===== config.mk =====
export PLATFORM = sky130hd
export DESIGN_NAME = i2c_write_frame_master_unit
export DESIGN_NICKNAME = d
export VERILOG_FILES = /design/src/i2cwf_pkg.sv /design/src/i2c_write_frame_master_unit.sv /design/src/i2cwf_front.sv /design/src/i2cwf_back.sv
export SDC_FILE = /design/constraint.sdc
export NUM_CORES = 1
export LEC_CHECK = 0
export BUFFER_PORTS_ARGS = -buffer_cell sky130_fd_sc_hd__buf_4
export CAP_MARGIN = 20
export CORE_AREA = 2 2 189 117
export DETAILED_ROUTE_END_ITERATION = 16
export DIE_AREA = 0 0 191 119
export GPL_TIMING_DRIVEN = 0
export PLACE_DENSITY = 0.49
export SLEW_MARGIN = 10
export SYNTH_ARGS = -nofsm -noshare
export SYNTH_HDL_FRONTEND = slang
export SYNTH_HIERARCHICAL = 1
export SYNTH_SLANG_ARGS = --single-unit

===== constraint.sdc =====
create_clock -name clock -period 5.5 [get_ports clock]
set_clock_uncertainty 0.1 [all_clocks]
set_input_delay 0.275 -clock clock [delete_from_list [all_inputs] [get_ports clock]]
set_output_delay 0.275 -clock clock [all_outputs]
set_load 0.02 [all_outputs]

===== src/i2cwf_pkg.sv =====
// Shared types and constants of the I2C write-frame master.
package i2cwf_pkg;

   localparam int REQ_DATA_W = 16;
   localparam int REQ_USER_W = 4;
   localparam int RSP_DATA_W = 24;

   localparam logic [1:0] KIND_COMMAND = 2'd0;
   localparam logic [1:0] KIND_DATA    = 2'd1;
   localparam logic [1:0] KIND_PROBE   = 2'd2;
   // undefined kind, runs as a command frame
   localparam logic [1:0] KIND_SPARE   = 2'd3;

   localparam logic [7:0]  CTRL_COMMAND = 8'h00;
   localparam logic [7:0]  CTRL_DATA    = 8'h40;
   localparam logic [6:0]  ADDR_RESET   = 7'h3C;
   localparam logic [15:0] ERR_MAX      = 16'hFFFF;
   localparam logic [2:0]  LAST_BIT     = 3'd7;

   typedef enum logic [11:0] {
      PH_IDLE    = 12'h001,
      PH_SDA_LOW = 12'h002,
      PH_SCL_LOW = 12'h004,
      PH_BIT_HI  = 12'h008,
      PH_BIT_LO  = 12'h010,
      PH_ACK_REL = 12'h020,
      PH_ACK_HI  = 12'h040,
      PH_ACK_LO  = 12'h080,
      PH_WAIT    = 12'h100,
      PH_STOP_A  = 12'h200,
      PH_STOP_B  = 12'h400,
      PH_STOP_C  = 12'h800
   } phase_type;

   typedef enum logic [1:0] {
      ROLE_ADDRESS = 2'd0,
      ROLE_CONTROL = 2'd1,
      ROLE_DATA    = 2'd2,
      ROLE_LAST    = 2'd3
   } role_type;

   // one classified item as it travels from the front to the engine
   typedef struct packed {
      logic       is_push;
      logic       sda;
      logic [7:0] data_byte;
      logic       first;
      logic       last;
      logic [1:0] kind;
   } item_type;

endpackage


===== src/i2c_write_frame_master_unit.sv =====
// Write-only I2C master: a request item is either one bus delay tick or one pushed
// byte, and every accepted item yields exactly one response item carrying the SCL
// and SDA drive, the holding-register state, STOP and NACK pulses and the saturating
// error count. Items are taken at one per clock while the queue has room: a two-entry
// queue parts the input from the bus sequencer, which steps once per item, and a
// response register parts the sequencer from the output. A response is registered when
// its item leaves the queue while the response register is free or being taken; either
// side may stall without stopping the other. The slave address register may be written
// only while no item is in flight.
module i2c_write_frame_master_unit
   import i2cwf_pkg::*;
(
   input  logic                  clock,
   input  logic                  reset,
   input  logic                  csr_write_enable,
   input  logic [6:0]            csr_write_data,   // slave_address
   input  logic                  req_tvalid,
   output logic                  req_tready,
   input  logic [REQ_DATA_W-1:0] req_tdata,   // sda_in, data_byte[7:0], zero fill
   input  logic [REQ_USER_W-1:0] req_tuser,   // action, frame_first, frame_kind[1:0]
   input  logic                  req_tlast,   // frame_last
   output logic                  rsp_tvalid,
   input  logic                  rsp_tready,
   // scl_out, sda_out, byte_ready, probe_ack, nack_seen, error_total[15:0], zero fill
   output logic [RSP_DATA_W-1:0] rsp_tdata,
   output logic                  rsp_tlast    // frame_done
);

   logic     q_valid;
   logic     q_ready;
   item_type q_item;

   i2cwf_front u_front (
      .clock      (clock),
      .reset      (reset),
      .req_tvalid (req_tvalid),
      .req_tready (req_tready),
      .req_tdata  (req_tdata),
      .req_tuser  (req_tuser),
      .req_tlast  (req_tlast),
      .q_valid    (q_valid),
      .q_ready    (q_ready),
      .q_item     (q_item)
   );

   i2cwf_back u_back (
      .clock            (clock),
      .reset            (reset),
      .csr_write_enable (csr_write_enable),
      .csr_write_data   (csr_write_data),
      .q_valid          (q_valid),
      .q_ready          (q_ready),
      .q_item           (q_item),
      .rsp_tvalid       (rsp_tvalid),
      .rsp_tready       (rsp_tready),
      .rsp_tdata        (rsp_tdata),
      .rsp_tlast        (rsp_tlast)
   );

endmodule


===== src/i2cwf_front.sv =====
// Input side: accept stream items, classify them and queue them for the engine.
module i2cwf_front
   import i2cwf_pkg::*;
(
   input  logic                  clock,
   input  logic                  reset,
   input  logic                  req_tvalid,
   output logic                  req_tready,
   input  logic [REQ_DATA_W-1:0] req_tdata,  // sda_in, data_byte, zero fill
   input  logic [REQ_USER_W-1:0] req_tuser,  // action, frame_first, frame_kind
   input  logic                  req_tlast,
   output logic                  q_valid,
   input  logic                  q_ready,
   output item_type              q_item
);

   item_type   slot_ff [2];
   logic [1:0] count_ff, count_in;
   logic       wr_ptr_ff, wr_ptr_in;
   logic       rd_ptr_ff, rd_ptr_in;
   item_type   new_item;
   logic       push, pop;

   always_comb begin
      new_item.is_push   = req_tuser[0];
      new_item.sda       = req_tdata[0];
      new_item.data_byte = req_tdata[8:1];
      new_item.first     = req_tuser[1];
      new_item.last      = req_tlast;
      new_item.kind      = req_tuser[3:2];
   end

   assign req_tready = (count_ff != 2'd2);
   assign q_valid    = (count_ff != 2'd0);
   assign q_item     = slot_ff[rd_ptr_ff];
   assign push       = req_tvalid && req_tready;
   assign pop        = q_valid && q_ready;

   always_comb begin
      wr_ptr_in = push ? ~wr_ptr_ff : wr_ptr_ff;
      rd_ptr_in = pop ? ~rd_ptr_ff : rd_ptr_ff;
      count_in  = count_ff + {1'b0, push} - {1'b0, pop};
   end

   always_ff @(posedge clock) begin
      if (reset) begin
         count_ff  <= 2'd0;
         wr_ptr_ff <= 1'b0;
         rd_ptr_ff <= 1'b0;
      end else begin
         count_ff  <= count_in;
         wr_ptr_ff <= wr_ptr_in;
         rd_ptr_ff <= rd_ptr_in;
      end
   end

   always_ff @(posedge clock) begin
      if (push) begin
         slot_ff[wr_ptr_ff] <= new_item;
      end
   end

   a_count_range: assert property (@(posedge clock) disable iff (reset)
      count_ff != 2'd3)
      else $error("queue count out of range");

   a_ptr_gap: assert property (@(posedge clock) disable iff (reset)
      (count_ff == 2'd0 || count_ff == 2'd2) |-> (wr_ptr_ff == rd_ptr_ff))
      else $error("queue pointers disagree with count");

   a_no_pop_empty: assert property (@(posedge clock) disable iff (reset)
      (count_ff == 2'd0) |=> (count_ff == 2'd0 || count_ff == 2'd1))
      else $error("queue grew by more than one item");

endmodule


===== src/i2cwf_back.sv =====
// Bus engine: step the SCL/SDA sequencer one item at a time and register each result.
module i2cwf_back
   import i2cwf_pkg::*;
(
   input  logic                  clock,
   input  logic                  reset,
   input  logic                  csr_write_enable,
   input  logic [6:0]            csr_write_data,
   input  logic                  q_valid,
   output logic                  q_ready,
   input  item_type              q_item,
   output logic                  rsp_tvalid,
   input  logic                  rsp_tready,
   output logic [RSP_DATA_W-1:0] rsp_tdata,
   output logic                  rsp_tlast
);

   phase_type  phase_ff, phase_in;
   role_type   role_ff, role_in;
   logic [2:0] bit_ff, bit_in;
   logic [7:0] shift_ff, shift_in;
   logic [1:0] kind_ff, kind_in;
   logic [7:0] held_byte_ff;
   logic       held_valid_ff, held_valid_in;
   logic       held_first_ff, held_last_ff;
   logic [1:0] held_kind_ff;
   logic       load_held;
   logic       disc_ff, disc_in;
   logic       scl_ff, scl_in;
   logic       sda_ff, sda_in;
   logic [15:0] err_ff, err_in;
   logic [6:0] addr_ff;
   logic       rsp_valid_ff;
   logic [RSP_DATA_W-1:0] rsp_data_ff, rsp_data_in;
   logic       rsp_last_ff;
   logic       done, probe, nack, do_next, pop;

   assign q_ready    = !rsp_valid_ff || rsp_tready;
   assign pop        = q_valid && q_ready;
   assign rsp_tvalid = rsp_valid_ff;
   assign rsp_tdata  = rsp_data_ff;
   assign rsp_tlast  = rsp_last_ff;

   always_comb begin
      phase_in      = phase_ff;
      role_in       = role_ff;
      bit_in        = bit_ff;
      shift_in      = shift_ff;
      kind_in       = kind_ff;
      held_valid_in = held_valid_ff;
      load_held     = 1'b0;
      disc_in       = disc_ff;
      scl_in        = scl_ff;
      sda_in        = sda_ff;
      err_in        = err_ff;
      done          = 1'b0;
      probe         = 1'b0;
      nack          = 1'b0;
      do_next       = 1'b0;

      if (q_item.is_push) begin
         // a push into a full holding register is dropped
         if (!held_valid_ff) begin
            load_held     = 1'b1;
            held_valid_in = 1'b1;
         end
      end else begin
         unique case (phase_ff)
            PH_SDA_LOW: begin
               scl_in   = 1'b1;
               sda_in   = 1'b0;
               phase_in = PH_SCL_LOW;
            end
            PH_SCL_LOW: begin
               scl_in = 1'b0;
               sda_in = 1'b0;
               if (kind_ff != KIND_PROBE) begin
                  shift_in = {addr_ff, 1'b0};
               end
               role_in  = ROLE_ADDRESS;
               bit_in   = 3'd0;
               phase_in = PH_BIT_HI;
            end
            PH_BIT_HI: begin
               scl_in   = 1'b1;
               sda_in   = shift_ff[7];
               phase_in = PH_BIT_LO;
            end
            PH_BIT_LO: begin
               scl_in   = 1'b0;
               sda_in   = shift_ff[7];
               shift_in = {shift_ff[6:0], 1'b0};
               if (bit_ff == LAST_BIT) begin
                  bit_in   = 3'd0;
                  phase_in = PH_ACK_REL;
               end else begin
                  bit_in   = bit_ff + 3'd1;
                  phase_in = PH_BIT_HI;
               end
            end
            PH_ACK_REL: begin
               scl_in   = 1'b0;
               sda_in   = 1'b1;
               phase_in = PH_ACK_HI;
            end
            PH_ACK_HI: begin
               scl_in   = 1'b1;
               sda_in   = 1'b1;
               nack     = q_item.sda;
               // keep the ACK result in the shifter's low bit
               shift_in = {7'd0, ~q_item.sda};
               if (q_item.sda && kind_ff != KIND_PROBE && err_ff != ERR_MAX) begin
                  err_in = err_ff + 16'd1;
               end
               phase_in = PH_ACK_LO;
            end
            PH_ACK_LO: begin
               scl_in = 1'b0;
               sda_in = 1'b1;
               priority if (kind_ff == KIND_PROBE) begin
                  phase_in = PH_STOP_A;
               end else if (!shift_ff[0]) begin
                  if (role_ff == ROLE_ADDRESS || role_ff == ROLE_CONTROL) begin
                     disc_in       = held_valid_ff && !held_last_ff;
                     held_valid_in = 1'b0;
                  end else begin
                     disc_in = (role_ff == ROLE_DATA);
                  end
                  phase_in = PH_STOP_A;
               end else if (role_ff == ROLE_ADDRESS) begin
                  shift_in = (kind_ff == KIND_DATA) ? CTRL_DATA : CTRL_COMMAND;
                  role_in  = ROLE_CONTROL;
                  bit_in   = 3'd0;
                  phase_in = PH_BIT_HI;
               end else if (role_ff == ROLE_CONTROL || role_ff == ROLE_DATA) begin
                  do_next = 1'b1;
               end else begin
                  phase_in = PH_STOP_A;
               end
            end
            PH_WAIT: begin
               scl_in  = 1'b0;
               sda_in  = 1'b1;
               do_next = 1'b1;
            end
            PH_STOP_A: begin
               scl_in   = 1'b0;
               sda_in   = 1'b0;
               phase_in = PH_STOP_B;
            end
            PH_STOP_B: begin
               scl_in   = 1'b1;
               sda_in   = 1'b0;
               phase_in = PH_STOP_C;
            end
            PH_STOP_C: begin
               scl_in   = 1'b1;
               sda_in   = 1'b1;
               done     = 1'b1;
               probe    = (kind_ff == KIND_PROBE) && shift_ff[0];
               phase_in = PH_IDLE;
            end
            default: begin
               scl_in   = 1'b1;
               sda_in   = 1'b1;
               phase_in = PH_IDLE;
               if (held_valid_ff) begin
                  if (disc_ff && !held_first_ff) begin
                     // drop the rest of a frame that saw a NACK
                     if (held_last_ff) begin
                        disc_in = 1'b0;
                     end
                     held_valid_in = 1'b0;
                  end else begin
                     disc_in = 1'b0;
                     kind_in = (held_kind_ff == KIND_SPARE) ? KIND_COMMAND : held_kind_ff;
                     if (kind_in == KIND_PROBE) begin
                        shift_in      = {held_byte_ff[6:0], 1'b0};
                        held_valid_in = 1'b0;
                     end
                     phase_in = PH_SDA_LOW;
                  end
               end
            end
         endcase

         // fetch the next data byte, or hold with SCL low, or close on a new frame
         if (do_next) begin
            if (held_valid_ff) begin
               if (role_ff != ROLE_CONTROL && held_first_ff) begin
                  phase_in = PH_STOP_A;
               end else begin
                  shift_in      = held_byte_ff;
                  role_in       = held_last_ff ? ROLE_LAST : ROLE_DATA;
                  held_valid_in = 1'b0;
                  bit_in        = 3'd0;
                  phase_in      = PH_BIT_HI;
               end
            end else begin
               phase_in = PH_WAIT;
            end
         end
      end

      rsp_data_in = {3'd0, err_in, nack, probe, ~held_valid_in, sda_in, scl_in};
   end

   always_ff @(posedge clock) begin
      if (reset) begin
         phase_ff      <= PH_IDLE;
         role_ff       <= ROLE_ADDRESS;
         bit_ff        <= 3'd0;
         shift_ff      <= 8'd0;
         kind_ff       <= KIND_COMMAND;
         held_valid_ff <= 1'b0;
         disc_ff       <= 1'b0;
         scl_ff        <= 1'b1;
         sda_ff        <= 1'b1;
         err_ff        <= 16'd0;
         addr_ff       <= ADDR_RESET;
         rsp_valid_ff  <= 1'b0;
      end else begin
         if (csr_write_enable) begin
            addr_ff <= csr_write_data;
         end
         if (pop) begin
            phase_ff      <= phase_in;
            role_ff       <= role_in;
            bit_ff        <= bit_in;
            shift_ff      <= shift_in;
            kind_ff       <= kind_in;
            held_valid_ff <= held_valid_in;
            disc_ff       <= disc_in;
            scl_ff        <= scl_in;
            sda_ff        <= sda_in;
            err_ff        <= err_in;
            rsp_valid_ff  <= 1'b1;
         end else if (rsp_tready) begin
            rsp_valid_ff <= 1'b0;
         end
      end
   end

   always_ff @(posedge clock) begin
      if (pop && load_held) begin
         held_byte_ff  <= q_item.data_byte;
         held_first_ff <= q_item.first;
         held_last_ff  <= q_item.last;
         held_kind_ff  <= q_item.kind;
      end
      if (pop) begin
         rsp_data_ff <= rsp_data_in;
         rsp_last_ff <= done;
      end
   end

   a_err_monotonic: assert property (@(posedge clock) disable iff (reset)
      !$past(reset) |-> (err_ff >= $past(err_ff)))
      else $error("error counter went down");

   a_done_idle: assert property (@(posedge clock) disable iff (reset)
      (rsp_valid_ff && rsp_last_ff) |-> (phase_ff == PH_IDLE))
      else $error("frame done shown while bus not idle");

   a_bit_phase: assert property (@(posedge clock) disable iff (reset)
      (bit_ff != 3'd0) |-> (phase_ff == PH_BIT_HI || phase_ff == PH_BIT_LO))
      else $error("bit index live outside a data bit");

   a_stop_lines: assert property (@(posedge clock) disable iff (reset)
      (phase_ff == PH_STOP_C) |-> (scl_ff && !sda_ff))
      else $error("STOP setup lines wrong");

endmodule

==> results of run 1 <==
==> sequential cells by signal (all words and copies together), names as in the netlist, 2 cells and up, named ones only <==
name	count
u_back/kind_ff	2
u_back/bit_ff	3
u_back/rsp_tdata	21
u_back/role_ff	2
u_front/slot_ff	28
u_back/addr_ff	7
u_front/count_ff	2
u_back/shift_ff	8
u_back/phase_ff	12
u_back/err_ff	16
u_back/held_byte_ff	8
u_back/held_kind_ff	2
==> cell usage in the layout, fill, tap and decap left out, types with 15 or more instances in the layout <==
cell	netlist	routed
edfxtp_1	62	62
dfxtp_1	60	60
nor2_1	56	55
buf_4	3	53
nand2_1	35	35
o21ai_0	35	35
a21oi_1	34	34
clkbuf_1	24	24
mux2i_1	24	24
nor3_1	23	23
dlygate4sd3_1	0	22
xnor2_1	19	19
clkbuf_16	0	17
nand3_1	16	16
xor2_1	15	15
==> kinds of logic after synthesis <==
| kind of cell | synth area share [%] |
|---|---|
| adder cells (fa/ha/maj) | 1.615 |
| XOR/XNOR | 4.805 |
| buffers and inverters | 3.796 |
| flip-flops | 49.42 |
| AND/OR/NAND/NOR | 20.35 |
| AO/OA/AOI/OAI | 12.50 |
| multiplexers | 7.450 |
| other | 0.06051 |
==> power groups by stage <==
stage          Sequential (mW)  Clock [mW]  Combinational [mW]
2_1_floorplan             1.28           0               0.412
3_3_place_gp              1.22           0               0.743
3_5_place_dp              1.22           0               0.762
4_1_cts                   1.20        1.19               0.779
5_1_grt                   1.21        1.23               0.869
6_report                  1.20        1.16               0.800
==> stage by stage <==
step	area (µm²)	util, %
final	7819	36.74
after global placement	6930	32.56
after global routing	7819	36.74
after detailed placement	6950	32.66
after floorplan	6205	-
after CTS	7784	36.57
==> cells in the mapped netlist, types with 15 or more instances <==
| cell | instances | area [µm²] |
|---|---|---|
| edfxtp_1 | 62 | 1862 |
| dfxtp_1 | 60 | 1201 |
| nor2_1 | 56 | 210.2 |
| nand2_1 | 35 | 131.4 |
| o21ai_0 | 35 | 175.2 |
| a21oi_1 | 34 | 170.2 |
| clkbuf_1 | 24 | 90.09 |
| mux2i_1 | 24 | 240.2 |
| nor3_1 | 23 | 115.1 |
| xnor2_1 | 19 | 166.4 |
| nand3_1 | 16 | 80.08 |
| xor2_1 | 15 | 131.4 |
==> area by class of cell <==
type                       count  area share [%]
clock buffer                  18           5.617
timing repair buffer          74           8.033
inverter                      13          0.6241
sequential                   122           39.17
tap                          286           4.577
clock inverter                14           2.224
multi-input combinational    436           37.37
buffer                        39           2.384
==> repair_timing <==
action / CTS / global route
endpoints found under the hold margin: 36 / 0
gates resized for setup: 0 / 0
hold buffers: 22 / 0
==> per-layer routing <==
layer	global-route usage, %	wire (µm)	vias up
li1	-	-	2445
met1	24.45	8962	2377
met2	19.93	6629	194
met3	4.686	1363	21
met5	0	0	-
met4	5.475	263	0
==> worst min path at each step <==
| stage | endpoint | slack (ns) | cells after the start |
|---|---|---|---|
| floorplan | u_front/count_ff[0] | 0.25 | 1 |
| global placement | u_front/slot_ff[0][8] | 0.36 | 1 |
| detailed placement | u_front/slot_ff[0][9] | 0.36 | 1 |
| CTS | u_back/addr_ff[2] | 0.08 | 3 |
| global route | u_back/addr_ff[2] | 0.10 | 3 |
| finish | u_back/addr_ff[2] | 0.1 | 3 |
==> critical path: cells and delay by family, from the launching register on <==
family | cells | cell delay, ns
DFF | 1 | 0.30
AOI/OAI and AO/OA | 3 | 1.42
and+or+nand+nor | 3 | 1.32
buffers and inverters | 1 | 0.18
==> metrics, run 1 <==
status=complete, no violations; Post-synth EDFFs=62; root cell of the clock tree=clkbuf_16; antenna viol nets, final=0; antenna violations before repair=0; Yosys reg bits=between 100 and 150; Crit. Startpoint=u_back/phase_ff[6]; CTS H-tree lvls=4; # Max-Cap Violations=0; Worst Setup Start Kind=flip-flop; Clk network pwr share=36.8%; dpl cells=approximately 950; DR vias/cell=between 5 and 6; slowest cell on the critical path=a21oi_1; max incr delay on CP=0.84 ns; Nets=roughly 740; critical path arrival=between 3 and 4 ns; area of the multi-input gates=~3000 µm²; Min-Delay Path Class=input pin to flip-flop; Hold Fails Final Rpt=0; Post-Synthesis Cells=608; setup TNS=0 ns; clock slew at reported path FFs=about 0.060 ns; largest net degree at the start of global routing=28; Req. time, crit path=5.68 ns; # DRC=0; Pint=around 2.2 mW; Initial Utilization=29.12%; Sink Count=roughly 120; maximum clock frequency=~290 MHz; fin crit period=about 3.5 ns; share of cells above drive strength 1=17.18%; TritonCTS clock tree=done; sequential area share after synthesis=49.42%; Worst-Margin Slew=between 0.9 and 1 ns; Critical Path Sink=u_back/shift_ff[1]; gr ovfl total=0; PD cells=between 400 and 500 nW/µm²; Peak VDD IR=0.2121 mV; Setup WS pre-CTS=about 2 ns; Top-Level Pins=60; Die Wd=191 µm; worst hold margin=~0.096 ns; total global-route track usage=around 16%; Final Non-Filler Cells=1,002; first-pass GRT wire length=around 27,000 µm; Comb power frac=between 20% and 30%; row cnt=42; CP Capture Type=flip-flop; CP cell instances=clkbuf_1 > nor4_1 > nand4b_1 > a21oi_1 > nor3_1 > a2111oi_0 > o21ai_0; share of flip-flops with an asynchronous set or reset=0%; hpwl dp=12,470 µm; synth unique cells=67; Vert. Die Dim=between 100 and 150 µm; CP max FO=9; R2R cell count=7; Detailed Route Iter0 Violations=405; Power, Total=between 3 and 4 mW; final wirelength=approximately 17,000 µm; Slew headroom=between 30% and 40%; setup bufs post-CTS=0; routability congestion estimate=roughly 0.91; DR vias=about 5,000; Filler cells=roughly 2,100; Storage cell area=about 3000 µm²; Hold Crit Start=csr_write_enable; Final setup viols=0; cell area after synthesis=6197 µm²; ys flop type=edfxtp_1; Max Transition Viols Final=0; WL/cell=between 15 and 20 µm; vias in the first global route=between 4,000 and 5,000; R2R Setup Slk=a little over 2 ns; die area=approximately 23,000 µm²; Worst R2R Start=u_back/phase_ff[6]; sw frac=32.00%; Clock Latency Late Sink=about 0.42 ns; CTS buffer count=17; Setup WS post-layout=roughly 2.0 ns; Port-buffer cells=49; Layout area overhead=26.17%; Post-Syn Area per Cell=10.19 µm²; NetSw=between 1 and 1.5 mW; leak pwr=roughly 2.8 nW; final period utilization=63.05%; Reg2Reg Capture Point=u_back/shift_ff[1]; Seq pwr share=37.9%; RSZ-0062 raised after global routing=false; Clock Path Buffers=2; Diodes inserted=0; Syn. warnings=6; core area=roughly 21,000 µm²; TritonRoute pass-1 iters=5; CP Class=flip-flop to flip-flop
(Power assumes the default switching activity.)
==> run 2: changes to the inputs <==
Clock period 5.5 ns to 3.6 ns, I/O delays scaled along.
==> run 2 against run 1 <==
Critical path depth unchanged; final area grew 0.24%; via count grew 0.20%; sequential power grew 53%; largest power group unchanged; clock power grew 53%; wire length grew 0.11%; worst hold slack got worse by 0.041 ns; flip-flop and latch count did not move.
==> metrics, run 2 (synthesized netlist as in run 1, its figures left out) <==
Biggest register=u_front/slot_ff; fin crit period=3.233 ns (-0.2351 ns); Power, Total=4.835 mW (+53%); dpl cells=946 (unchanged); WL/cell=17.19 µm (about the same); hpwl dp=12,470 µm (unchanged); fin util=36.83% (+0.088 points); Detailed Route Iter0 Violations=421 (+4.0%); root cell of the clock tree=clkbuf_16; Sink Count=122 (unchanged); max incr delay on CP=0.82 ns (-0.02 ns); Initial Utilization=29.12% (unchanged); Max Transition Viols Final=0 (unchanged); Hold Fails Final Rpt=0 (unchanged); total global-route track usage=15.76% (+0.019 points); slowest cell on the critical path=nor4_1; critical path arrival=3.42 ns (-0.23 ns); Worst Setup Start Kind=flip-flop; R2R cell count=7 (unchanged); first-pass GRT wire length=27,030 µm (+0.13%); setup TNS=0 ns (unchanged); Req. time, crit path=3.79 ns (-1.89 ns); Min-Delay Path Depth=3 (unchanged); CP Class=flip-flop to flip-flop; RSZ-0062 raised after global routing=false; Worst Hold End=u_back/rsp_tvalid; most common cell after layout, fill and taps aside=edfxtp_1; setup bufs post-CTS=0 (unchanged); # Max-Cap Violations=0 (unchanged); share of cells above drive strength 1=17.43% (+0.25 points); maximum clock frequency=309.4 MHz (+7.3%); core area=21,280 µm² (unchanged); Port-buffer cells=49 (unchanged); TritonRoute pass-1 iters=6 (+1); routability congestion estimate=0.9094 (unchanged); CTS buffer count=17 (unchanged); Clock Latency Late Sink=0.42 ns (about the same); # DRC=0 (unchanged); leak pwr=2.838 nW (about the same); dpl cell area=6950 µm² (unchanged); Reg2Reg Capture Point=u_back/shift_ff[1]; Peak VDD IR=0.3232 mV (+52%); DR vias/cell=5.032 (about the same); Filler cells=2,086 (-0.048%); TritonCTS clock tree=done; Nets=745 (+0.13%); DR vias=5,047 (+0.20%); Die Wd=191 µm (unchanged); CP max FO=9 (unchanged); CTS H-tree lvls=4 (unchanged); die area=22,730 µm² (unchanged); final non-filler cell area=7838 µm² (+0.24%); Layout area overhead=26.47%; final period utilization=89.79% (+27 points); Top-Level Pins=60 (unchanged); final wirelength=17,240 µm (+0.11%); Worst R2R Start=u_back/phase_ff[6]; Slew headroom=34.92% (+2.0 points); highest-count cells in the layout ignoring fill and taps=edfxtp_1, dfxtp_1, nor2_1, buf_4; R2R Setup Slk=0.37 ns (-1.66 ns); antenna viol nets, final=0 (unchanged); Min-Delay Path Class=input pin to flip-flop; Vert. Die Dim=119 µm (unchanged); Clock Path Buffers=2 (unchanged); gr ovfl total=0 (unchanged); row cnt=42 (unchanged); Final Non-Filler Cells=1,003 (+0.10%); antenna violations before repair=0 (unchanged); clock slew at reported path FFs=0.06 ns (about the same); Hold Crit Start=rsp_tready; Final setup viols=0 (unchanged); PD cells=617.0 nW/µm² (+53%); largest net degree at the start of global routing=28 (unchanged); Diodes inserted=0 (unchanged); status=complete, no violations; CP Capture Type=flip-flop; vias in the first global route=4,786 (+0.13%); max reg flops=28 (unchanged); Worst-Margin Slew=0.9627 ns (-0.03533 ns); CP cell instances=clkbuf_1 > nor4_1 > nand4b_1 > a21oi_2 > nor3_1 > a2111oi_0 > o21ai_0
[run 2: cell count changes in the layout (fill, tap and decap cells not counted), sizes merged]
cell	before	now
dlygate4sd3	22	23
[run 2: timing repair]
action | in CTS | in global routing
resized for setup | 0 | 2
hold buffers | 23 | 0
endpoints found under the hold margin | 39 | 0
endpoints found under the setup margin | 0 | 6
[run 2: worst max-delay path by stage]
stage / from / to / depth (start not counted) / slack (ns)
global route: u_back/phase_ff[6] / u_back/shift_ff[7] / 7 / 0.16
finish: u_back/phase_ff[6] / u_back/shift_ff[1] / 7 / 0.37
floorplan: flip-flop / u_back/rsp_tdata[13] / 9 / 0.91
global placement: u_back/phase_ff[6] / u_back/shift_ff[7] / 7 / 0.28
CTS: u_front/count_ff[1] / u_back/kind_ff[0] / 7 / 0.17
detailed placement: u_front/count_ff[1] / u_back/kind_ff[0] / 7 / 0.17
[run 2: through the flow]
stage               hold slack (ns)  setup WS (ns)
global route                0.05836         0.1552
detailed placement           0.2690         0.1662
CTS                         0.03772         0.1677
floorplan                    0.1516         0.9138
finish                      0.05496         0.3675
global placement             0.2651         0.2785
[run 2: critical path: cells and delay by family (launching register included)]
kind / cells / cell delay, ns
AND/OR/NAND/NOR: 3 / 1.34
AO/OA/AOI/OAI: 3 / 1.16
flip-flops: 1 / 0.30
buffers and inverters: 1 / 0.18
[run 2: layout make-up]
cell class	count	area, µm²	share of cell area (%)
Timing Repair Buffer	75	638.1	8.142
Clock buffer	18	439.2	5.603
Tap cell	286	357.8	4.566
Inverter	13	48.80	0.6226
Buffer	39	186.4	2.379
Multi-Input combinational cell	436	2930	37.39
Sequential cell	122	3063	39.08
Clock inverter	14	173.9	2.219
[run 2: power breakdown]
part | leakage [nW] | internal (mW) | switching (mW)
Clock | 0.300 | 1.07 | 0.712
Combinational | 1.47 | 0.482 | 0.744
Sequential | 1.07 | 1.74 | 0.0941
[run 2: layer usage]
metal | wire length (µm) | track usage, % | vias to the layer above
met3 | 1325 | 4.686 | 25
met4 | 292 | 5.475 | 0
met1 | 8992 | 24.47 | 2398
met2 | 6627 | 19.97 | 182
li1 | - | - | 2442
met5 | 0 | 0 | -
==> run 3: changes to the inputs <==
Settings changed: CORE_AREA 2 2 189 117 to 2 2 117 142, DIE_AREA 0 0 191 119 to 0 0 119 144, PLACE_DENSITY 0.49 to 0.6.
==> run 3 against run 2 <==
Highest routed layer unchanged; final cell count fell by 7.3%; largest cell class unchanged; largest power group unchanged; critical endpoint unchanged; wire length fell by 8.8%; core utilization rose by 12 points.
==> metrics, run 3 (synthesized netlist as in run 1, its figures left out) <==
routability congestion estimate=0.9220 (+1.4%); Final setup viols=0 (unchanged); hpwl dp=11,120 µm (-11%); Filler cells=1,459 (-30%); Power, Total=4.752 mW (-1.7%); clock slew at reported path FFs=0.06 ns (about the same); CP Capture Type=flip-flop; CP cell instances=clkbuf_1 > nor4_1 > nand4b_1 > a21oi_1 > nor3_1 > a2111oi_0 > o21ai_0; Nets=746 (+0.13%); final period utilization=92.73% (+2.9 points); Seq pwr share=38.4% (+0.6 points); Setup WS pre-CTS=0.3203 ns (+0.1541 ns); Diodes inserted=0 (unchanged); Clock Path Buffers=2 (unchanged); CTS H-tree lvls=4 (unchanged); Port-buffer cells=49 (unchanged); Top Family by Delay on Critical Path=compound AO/OA/AOI/OAI gates; Die Wd=119 µm (-38%); total global-route track usage=19.13% (+3.4 points); antenna violations before repair=0 (unchanged); dpl cells=875 (-7.5%); setup bufs post-CTS=0 (unchanged); Req. time, crit path=3.79 ns (about the same); Layout area overhead=24.59%; NetSw=1.393 mW (-10%); fin crit period=3.338 ns (+0.1056 ns); Worst Setup Start Kind=flip-flop; setup TNS=0 ns (unchanged); TritonRoute pass-1 iters=5 (-1); Hold Fails Final Rpt=0 (unchanged); CTS buffer count=17 (unchanged); Max Transition Viols Final=0 (unchanged); Storage cell area=3063 µm² (unchanged); area of the multi-input gates=2918 µm² (-0.43%); Sink Count=122 (unchanged); critical path arrival=3.52 ns (+0.10 ns); Top-Level Pins=60 (unchanged); status=complete, no violations; WL/cell=16.91 µm (-1.6%); Initial Utilization=39.00% (+9.9 points); CP max FO=9 (unchanged); # Max-Cap Violations=0 (unchanged); largest net degree at the start of global routing=28 (unchanged); die area=17,140 µm² (-25%); Worst-Margin Slew=1.036 ns (+0.07338 ns); share of cells above drive strength 1=16.57% (-0.86 points); maximum clock frequency=299.6 MHz (-3.2%); antenna viol nets, final=0 (unchanged); core area=15,890 µm² (-25%); Clk network pwr share=37.2% (+0.4 points); Slew headroom=30.85% (-4.1 points); Detailed Route Iter0 Violations=300 (-29%); root cell of the clock tree=clkbuf_16; worst hold margin=0.04950 ns (-0.005458 ns); final wirelength=15,730 µm (-8.8%); leak pwr=2.832 nW (-0.19%); row cnt=51 (+21%); TritonCTS clock tree=done; sw frac=29.32% (-2.7 points); Min-Delay Path Class=input pin to flip-flop; # DRC=0 (unchanged); gr ovfl total=0 (unchanged); highest-count cells in the layout ignoring fill and taps=edfxtp_1, dfxtp_1, nor2_1, buf_4; PD cells=615.4 nW/µm² (-0.25%); Pint=3.358 mW (+2.2%); Comb power frac=24.4% (-0.9 points); RSZ-0062 raised after global routing=false; max reg flops=28 (unchanged); Biggest register=u_front/slot_ff; max incr delay on CP=0.79 ns (-0.03 ns); CP Class=flip-flop to flip-flop; first-pass GRT wire length=25,550 µm (-5.5%); WP buf/inv=1 (unchanged); Setup WS post-layout=0.2619 ns (-0.1056 ns); DR vias/cell=5.456 (+8.4%); Clock Latency Late Sink=0.42 ns (about the same); most common cell after layout, fill and taps aside=edfxtp_1; Final Non-Filler Cells=930 (-7.3%); DR vias=5,074 (+0.53%); Peak VDD IR=0.5761 mV (+78%); Vert. Die Dim=144 µm (+21%); vias in the first global route=5,020 (+4.9%); slowest cell on the critical path=a21oi_1
[run 3: changes by cell type in the layout (fill, tap and decap cells not counted), moves of 2 or more]
cell       delta
buf_2         +2
inv_6         -4
clkinv_2      +2
bufinv_16     +2
inv_8         -4
clkinv_1      +3
[run 3: final timing paths]
path | depth (start not counted) | to | startpoint | slack (ns)
setup / recovery | 7 | u_back/shift_ff[1] | u_back/phase_ff[6] | 0.26
hold reg to reg | 2 | u_back/sda_ff | u_back/sda_ff | 0.38
setup reg to reg | 7 | u_back/shift_ff[1] | u_back/phase_ff[6] | 0.26
hold / removal | 3 | u_back/rsp_tvalid | rsp_tready | 0.05
[run 3: power groups by stage]
stage	clock [mW]	sequential, mW	combinational (mW)
floorplan	0	1.95	0.630
global route	1.86	1.85	1.26
global placement	0	1.85	1.11
detailed placement	0	1.85	1.14
finish	1.77	1.82	1.16
CTS	1.80	1.83	1.16
[run 3: worst reg2reg max path: cells and delay by family, from the launching register on]
family                 cells  cell delay [ns]
AO/OA/AOI/OAI              3             1.40
AND/OR/NAND/NOR            3             1.21
flip-flops                 1             0.29
buffers and inverters      1             0.20
[run 3: what timing repair did]
action / 4_1_cts / 5_1_grt
hold endpoints to repair: 39 / 0
gates resized for setup: 0 / 1
setup endpoints to repair: 0 / 1
hold buffers: 23 / 0
[run 3: through the flow]
step	utilization, %	cell area [µm²]
after floorplan	-	6205
after global placement	43.03	6838
after detailed placement	43.22	6868
after CTS	48.56	7715
after global routing	48.59	7721
final	48.59	7721
[run 3: final cells by class]
cell class / instances / share of cell area (%)
clock inverters: 13 / 2.252
plain buffers: 39 / 2.415
clock buffers: 19 / 5.737
well taps: 212 / 3.435
multi-input cells: 436 / 37.79
repair buffers: 76 / 8.070
inverters: 13 / 0.6320
flip-flops and latches: 122 / 39.67
[run 3: routing by layer]
layer	vias to the layer above	share of wire, %	track usage [%]
met5	-	0	0
met4	0	2.9	9.023
met3	34	5.6	4.574
met2	162	49	32.70
met1	2434	43	22.77
li1	2444	-	-
